## config.mk

```make
export PLATFORM = sky130hd
export DESIGN_NAME = tga_rle_pixel_decoder_unit
export DESIGN_NICKNAME = d
export VERILOG_FILES = /design/src/rtl/tgarle_pkg.sv /design/src/rtl/tga_rle_pixel_decoder_unit.sv
export SDC_FILE = /design/constraint.sdc
export NUM_CORES = 1
export LEC_CHECK = 0
export ABC_CLOCK_PERIOD_IN_PS = 9400
export CAP_MARGIN = 15
export CORE_ASPECT_RATIO = 1.75
export CORE_MARGIN = 10
export CORE_UTILIZATION = 62
export DETAILED_ROUTE_END_ITERATION = 16
export DONT_BUFFER_PORTS = 1
export PLACE_DENSITY = 0.76
export RECOVER_POWER = 100
export SYNTH_ARGS = -nofsm -noshare
export SYNTH_HDL_FRONTEND = slang
export SYNTH_SLANG_ARGS = --single-unit
```

## constraint.sdc

```tcl
create_clock -name clk_i -period 9.4 [get_ports clk_i]
set_input_delay 1.88 -clock clk_i [delete_from_list [all_inputs] [get_ports clk_i]]
set_output_delay 1.88 -clock clk_i [all_outputs]
set_load 0.01 [all_outputs]
```

## src/rtl/tgarle_pkg.sv

```systemverilog
// ----------------------------------------------------------------------------
// tgarle_pkg
// Shared types and constants for the TGA run-length pixel decoder.
// ----------------------------------------------------------------------------
package tgarle_pkg;

  // Configuration register indexes
  typedef enum logic [1:0] {
    CFG_BPP    = 2'd0,
    CFG_WIDTH  = 2'd1,
    CFG_HEIGHT = 2'd2
  } cfg_reg_e;

  localparam int unsigned CfgIdxW  = 2;
  localparam int unsigned CfgDataW = 16;

  // Field widths
  localparam int unsigned ByteW  = 8;
  localparam int unsigned BppW   = 3;
  localparam int unsigned DimW   = 16;
  localparam int unsigned PixelW = 32;
  localparam int unsigned CountW = 8;
  localparam int unsigned TotalW = 2 * DimW;

  // Packet header layout
  localparam int unsigned RunFlagBit = 7;
  localparam logic [6:0]  CountMask  = 7'h7F;

  // Register reset values
  localparam logic [BppW-1:0] BppReset    = 3'd4;
  localparam logic [DimW-1:0] WidthReset  = 16'd1;
  localparam logic [DimW-1:0] HeightReset = 16'd1;

  // Bytes per pixel as used: zero acts as one, above four acts as four
  function automatic logic [BppW-1:0] eff_bpp(input logic [BppW-1:0] bpp);
    logic [BppW-1:0] r;
    case (bpp)
      3'd0:    r = 3'd1;
      3'd1:    r = 3'd1;
      3'd2:    r = 3'd2;
      3'd3:    r = 3'd3;
      3'd4:    r = 3'd4;
      default: r = 3'd4;
    endcase
    return r;
  endfunction

endpackage

```

## src/rtl/tga_rle_pixel_decoder_unit.sv

```systemverilog
// ----------------------------------------------------------------------------
// tga_rle_pixel_decoder_unit
// Decodes a TGA run-length stream, one byte per cycle, into pixels with
// repeat counts; flags the last pixel of each width-by-height image.
// ----------------------------------------------------------------------------
// A pixel completed by a byte transfer is on the output register in the next cycle.
// Throughput: one byte per cycle; the stream stalls while a pixel waits unaccepted.
// After a configuration write the input stalls while the registered
// width-times-height product settles.
// Reset (rst_ni low, asynchronous): waits for a packet header, registers go
// to bytes_per_pixel 4, width 1, height 1, and the output is empty.
module tga_rle_pixel_decoder_unit (
  input  logic                                clk_i,
  input  logic                                rst_ni,
  // configuration write port
  input  logic                                cfg_we_i,
  input  logic [tgarle_pkg::CfgIdxW-1:0]      cfg_index_i,
  input  logic [tgarle_pkg::CfgDataW-1:0]     cfg_data_i,
  // input byte stream
  input  logic                                stream_byte_valid_i,
  output logic                                stream_byte_ready_o,
  input  logic [tgarle_pkg::ByteW-1:0]        stream_byte_i,
  // output pixels
  output logic                                pixel_valid_o,
  input  logic                                pixel_ready_i,
  output logic [tgarle_pkg::PixelW-1:0]       pixel_value_o,
  output logic [tgarle_pkg::CountW-1:0]       repeat_count_o,
  output logic                                image_done_o
);

  localparam int unsigned TotalW = tgarle_pkg::TotalW;
  localparam int unsigned CountW = tgarle_pkg::CountW;
  localparam int unsigned PixelW = tgarle_pkg::PixelW;

  // Configuration registers
  logic [tgarle_pkg::BppW-1:0] bpp_q;
  logic [tgarle_pkg::DimW-1:0] width_q, height_q;
  logic [TotalW-1:0]           total_q;
  logic                        settle_q;

  always_ff @(posedge clk_i or negedge rst_ni) begin
    if (!rst_ni) begin
      bpp_q    <= tgarle_pkg::BppReset;
      width_q  <= tgarle_pkg::WidthReset;
      height_q <= tgarle_pkg::HeightReset;
      settle_q <= 1'b0;
    end else begin
      settle_q <= cfg_we_i;
      if (cfg_we_i) begin
        case (cfg_index_i)
          tgarle_pkg::CFG_BPP:    bpp_q    <= cfg_data_i[tgarle_pkg::BppW-1:0];
          tgarle_pkg::CFG_WIDTH:  width_q  <= cfg_data_i[tgarle_pkg::DimW-1:0];
          tgarle_pkg::CFG_HEIGHT: height_q <= cfg_data_i[tgarle_pkg::DimW-1:0];
          default: ;
        endcase
      end
    end
  end

  // Image size product, registered
  always_ff @(posedge clk_i or negedge rst_ni) begin
    if (!rst_ni) begin
      total_q <= TotalW'(1);
    end else begin
      total_q <= TotalW'(width_q) * TotalW'(height_q);
    end
  end

  // Decoder state
  logic               expect_hdr_q;
  logic               run_q;
  logic [CountW-1:0]  remain_q;
  logic [1:0]         pos_q;
  logic [PixelW-1:0]  pixel_q;
  logic [TotalW-1:0]  emitted_q;

  // Output register
  logic               out_valid_q;
  logic [PixelW-1:0]  out_pixel_q;
  logic [CountW-1:0]  out_count_q;
  logic               out_done_q;

  logic in_fire;
  assign stream_byte_ready_o = !settle_q && (!out_valid_q || pixel_ready_i);
  assign in_fire = stream_byte_valid_i && stream_byte_ready_o;

  // Pixel assembly and packet bookkeeping
  logic [tgarle_pkg::BppW-1:0] eff_bpp;
  logic [PixelW-1:0]           pixel_next;
  logic                        last_byte;
  logic [TotalW-1:0]           left_raw, left;
  logic [CountW-1:0]           run_len, run_clip, count;
  logic                        left_small, done;
  logic [CountW-1:0]           remain_after;
  logic                        emit;

  always_comb begin
    eff_bpp    = tgarle_pkg::eff_bpp(bpp_q);
    pixel_next = pixel_q | (PixelW'(stream_byte_i) << {pos_q, 3'b000});
    last_byte  = ({1'b0, pos_q} + 3'd1) >= eff_bpp;

    // pixels still missing from the image, at least one
    left_raw = (emitted_q < total_q) ? (total_q - emitted_q) : '0;
    left     = (left_raw == '0) ? TotalW'(1) : left_raw;

    // run length clipped to the image
    run_len    = (remain_q == '0) ? CountW'(1) : remain_q;
    left_small = (left[TotalW-1:CountW] == '0);
    run_clip   = (left_small && (left[CountW-1:0] < run_len)) ? left[CountW-1:0] : run_len;

    count = run_q ? run_clip : CountW'(1);
    done  = (TotalW'(count) >= left);

    if (run_q) begin
      remain_after = '0;
    end else begin
      remain_after = (remain_q != '0) ? remain_q - CountW'(1) : '0;
    end

    emit = in_fire && !expect_hdr_q && last_byte;
  end

  // State update per byte transfer
  always_ff @(posedge clk_i or negedge rst_ni) begin
    if (!rst_ni) begin
      expect_hdr_q <= 1'b1;
      run_q        <= 1'b0;
      remain_q     <= '0;
      pos_q        <= '0;
      pixel_q      <= '0;
      emitted_q    <= '0;
    end else if (in_fire) begin
      if (expect_hdr_q) begin
        // packet header: run flag and length of 1 to 128
        run_q        <= stream_byte_i[tgarle_pkg::RunFlagBit];
        remain_q     <= {1'b0, stream_byte_i[6:0] & tgarle_pkg::CountMask} + CountW'(1);
        pos_q        <= '0;
        pixel_q      <= '0;
        expect_hdr_q <= 1'b0;
      end else if (!last_byte) begin
        pixel_q <= pixel_next;
        pos_q   <= pos_q + 2'd1;
      end else begin
        // whole pixel assembled
        pixel_q   <= '0;
        pos_q     <= '0;
        emitted_q <= done ? '0 : emitted_q + TotalW'(count);
        if (done || (remain_after == '0)) begin
          expect_hdr_q <= 1'b1;
          remain_q     <= '0;
        end else begin
          remain_q <= remain_after;
        end
      end
    end
  end

  // Output valid
  always_ff @(posedge clk_i or negedge rst_ni) begin
    if (!rst_ni) begin
      out_valid_q <= 1'b0;
    end else if (emit) begin
      out_valid_q <= 1'b1;
    end else if (pixel_ready_i) begin
      out_valid_q <= 1'b0;
    end
  end

  // Output payload
  always_ff @(posedge clk_i) begin
    if (emit) begin
      out_pixel_q <= pixel_next;
      out_count_q <= count;
      out_done_q  <= done;
    end
  end

  assign pixel_valid_o  = out_valid_q;
  assign pixel_value_o  = out_pixel_q;
  assign repeat_count_o = out_count_q;
  assign image_done_o   = out_done_q;

endmodule

```

==> summary.txt <==
Synth
  • Synth cell types: 74
  • Cell taking the most area after synthesis: fa_1
  • Flops & latches, synth: 186
  • Post-synth top cells: inv_1 (287), nand2_1 (254), fa_1 (196)
  • Main synth FF type: dfrtp_1
  • Post-Syn Area per Cell: between 9 and 10 sq um
  • Synthesized area: roughly 19000 sq um
  • Top-area cell type share of the netlist area: 0.212
  • Most common cell in the netlist: inv_1
  • Ranking of synthesized cells by area: fa_1 (21%), dfrtp_1 (19%), ha_1 (11%)
  • Seq/Total Area, Yosys: 0.263
  • Ys async rst share: 0.780
  • Post-Syn Nets: 2383
  • Post-synth EDFFs: 41
  • Yosys warnings: 0
  • Syn Inst Count: 1990

Timing
  • RSZ-0062 raised after global routing: no
  • Final hold vios: 0
  • Setup violators final: 0
  • Period minus WS final: roughly 8000 ps
  • Max-slew headroom: -1.04
  • Max Clk Rate: 0.125 GHz
  • Final Cycle Share: 0.851
  • Worst-margin pin slew: approximately 3100 ps
  • Layout Skew: 15.9 ps
  • Slew Limit Fails: 123
  • Setup TNS: 0 ps

Global route
  • M2 GR Usage: 0.481
  • Gr busiest metal: met2
  • Number of global-route vias before repair: 14.8k
  • Met1 global-route usage: 0.258
  • First-pass GRT wire length: about 75000 um
  • M3 GR Usage: 0.0298
  • GRT Overall Usage: 0.254
  • Initial antenna violation count: 0
  • Largest net degree at the start of global routing: 146
  • GRT overflow: 0

Floorplanning
  • Die Ht: 249 um
  • Die Area: 37400 sq um
  • # rows: slightly above 80
  • Initial core utilization: 0.629
  • Top Ports: 74
  • Die X-Extent: 151 um
  • Core Area: 29400 sq um

Placement
  • Hpwl dp: ~36000 um
  • RePlAce Congestion: 0.939
  • I/O Buffers: 0

Setup path
  • Max Fanout on Critical Path: 19
  • Worst R2R Path Depth: 32
  • Slowest cell on crit path: nor2_1
  • CP Capture Type: flip-flop
  • Crit start category: flip-flop
  • Arr. time, crit path: 8330 ps
  • Setup CP Type: flip-flop to flip-flop
  • Worst flop-to-flop path endpoint: remain_q[6]$_DFFE_PN0P_
  • Critical path's most frequent cell: a21o_1
  • Crit path capture: remain_q[6]$_DFFE_PN0P_
  • FF-to-FF setup slack: 1400 ps
  • R2r startpoint: total_q[0]$_DFF_PN1_
  • Critical Path Start: total_q[0]$_DFF_PN1_
  • CP max stage delay: ~1000 ps
  • Worst EP required: 9730 ps

Cells and area
  • Total Nets Final: approximately 2.3k
  • Fraction of layout cells with a size suffix above 1: 0.0454
  • Synth-to-Final Area Change: 3.86%
  • Ant. Diodes: 0

Clock network
  • Max Root-Sink Buffers: 2
  • CTS Hold Bufs: 0
  • Clk sinks: about 190
  • H-tree levels: 4
  • Clock root buffer: clkbuf_16
  • # resized after CTS: 0
  • Clock latency on the worst-skew pair: ~450 ps
  • CTS tree: built
  • Post-CTS Setup Bufs: 0
  • CTS Buf Count: 17
  • Reg clk slew, reported paths: 70 ps

Status
  • Status: finished, violations left
  • Failing checks: max-capacitance violations, max-slew violations

Drt
  • Antenna Nets Post-Route: 0
  • Iteration-0 DRC Markers: 807
  • Post-Route WL: ~47000 um
  • Wire length per cell: 20.1 um
  • Vias: between 10k and 15k
  • Pre-Repair DR Iteration Count: 5
  • Vias/cell: a little over 6
  • # DRC: 0

Hold path
  • Hold Path Class: flip-flop to flip-flop

Run
  • Max-cap viol count: 3
-- through the flow --
stage | cells | setup slack, ps | instance area [sq um] | hold WS, ps | util
floorplan | 1990 | 2680 | 18500 | 464 | -
global placement | 2290 | 1990 | 18700 | 478 | 0.636
detailed placement | 2290 | 1780 | 18700 | 487 | 0.636
CTS | 2321 | 1730 | 19200 | 503 | 0.655
global route | 2321 | 598 | 19200 | 533 | 0.654
finish | 2321 | 1400 | 19200 | 500 | 0.654
-- worst min-delay path by stage --
stage,from,endpoint,slack [ps],cells past startpoint
global route,pixel_q[20]$_DFFE_PN0P_,pixel_q[20]$_DFFE_PN0P_,530,2
floorplan,pixel_q[0]$_DFFE_PN0P_,pixel_q[0]$_DFFE_PN0P_,460,2
finish,pixel_q[24]$_DFFE_PN0P_,pixel_q[24]$_DFFE_PN0P_,500,2
CTS,pixel_q[24]$_DFFE_PN0P_,pixel_q[24]$_DFFE_PN0P_,500,2
global placement,pixel_q[2]$_DFFE_PN0P_,pixel_q[2]$_DFFE_PN0P_,480,2
detailed placement,pixel_q[24]$_DFFE_PN0P_,pixel_q[24]$_DFFE_PN0P_,490,2
-- metal layers --
layer / part of all wire / vias up
li1: - / 6415
met5: 0 / -
met2: 0.57 / 439
met1: 0.33 / 7027
met4: 0.054 / 0
met3: 0.041 / 164
-- flip-flops by register name, summed over array words and instances, names as in the netlist --
name,count
emitted_q,32
pixel_q,32
pixel_value_o,32
total_q,32
height_q,16
width_q,16
remain_q,8
repeat_count_o,8
bpp_q,3
pos_q,2
expect_hdr_q,1
image_done_o,1
pixel_valid_o,1
run_q,1
settle_q,1
-- cells in the final DEF (no fill, tap or decap), types with 11 or more instances in the layout --
| master | Yosys | final |
|---|---|---|
| xnor2_1 | 59 | 59 |
| nor2b_1 | 14 | 14 |
| edfxtp_1 | 41 | 41 |
| nand2_1 | 254 | 254 |
| o21a_1 | 12 | 12 |
| nor3_1 | 27 | 27 |
| inv_1 | 287 | 286 |
| nand3_1 | 28 | 28 |
| dfrtp_1 | 140 | 140 |
| a21oi_1 | 98 | 98 |
| fa_1 | 196 | 196 |
| a21o_1 | 68 | 68 |
| and3_1 | 15 | 15 |
| a31oi_1 | 11 | 11 |
| nor4_1 | 13 | 13 |
| xor2_1 | 16 | 16 |
| nor2_1 | 124 | 125 |
| ha_1 | 166 | 166 |
| nand4_1 | 19 | 19 |
| o22ai_1 | 13 | 13 |
| nand2b_1 | 13 | 13 |
| clkbuf_16 | 0 | 17 |
| o21ai_0 | 50 | 52 |
| mux2_2 | 36 | 36 |
| and2_1 | 92 | 84 |
-- cell families (layout without fill, tap and decap cells) --
kind of cell | after synthesis | after routing | share of synthesized area
DFF | 186 | 186 | 0.263
buffers and inverters | 375 | 324 | 0.0770
adders and majority gates | 362 | 362 | 0.324
muxes | 39 | 39 | 0.0238
AOI/OAI and AO/OA | 331 | 331 | 0.118
and+or+nand+nor | 622 | 622 | 0.158
xor gates and xnor gates | 75 | 75 | 0.0355
-- critical path, delay by kind of cell, from the launching register on --
kind / cells / cell delay [ps]
compound gates: 17 / 3100
fa+ha+maj: 4 / 1160
buf+inv: 1 / 40
flops: 1 / 520
mux: 1 / 390
simple gates: 9 / 2660
-- final cells by class --
cell class | instances | area, sq um
clock inverter | 14 | 131
clock buffer | 17 | 425
tap | 382 | 478
fill | 2316 | 10200
multi-input combinational | 1429 | 12200
timing repair buffer | 6 | 37.5
sequential | 186 | 4870
inverter | 287 | 1080
Power is not shown: default switching activity piles up to over one toggle a cycle in this logic, so the estimate is an artifact.
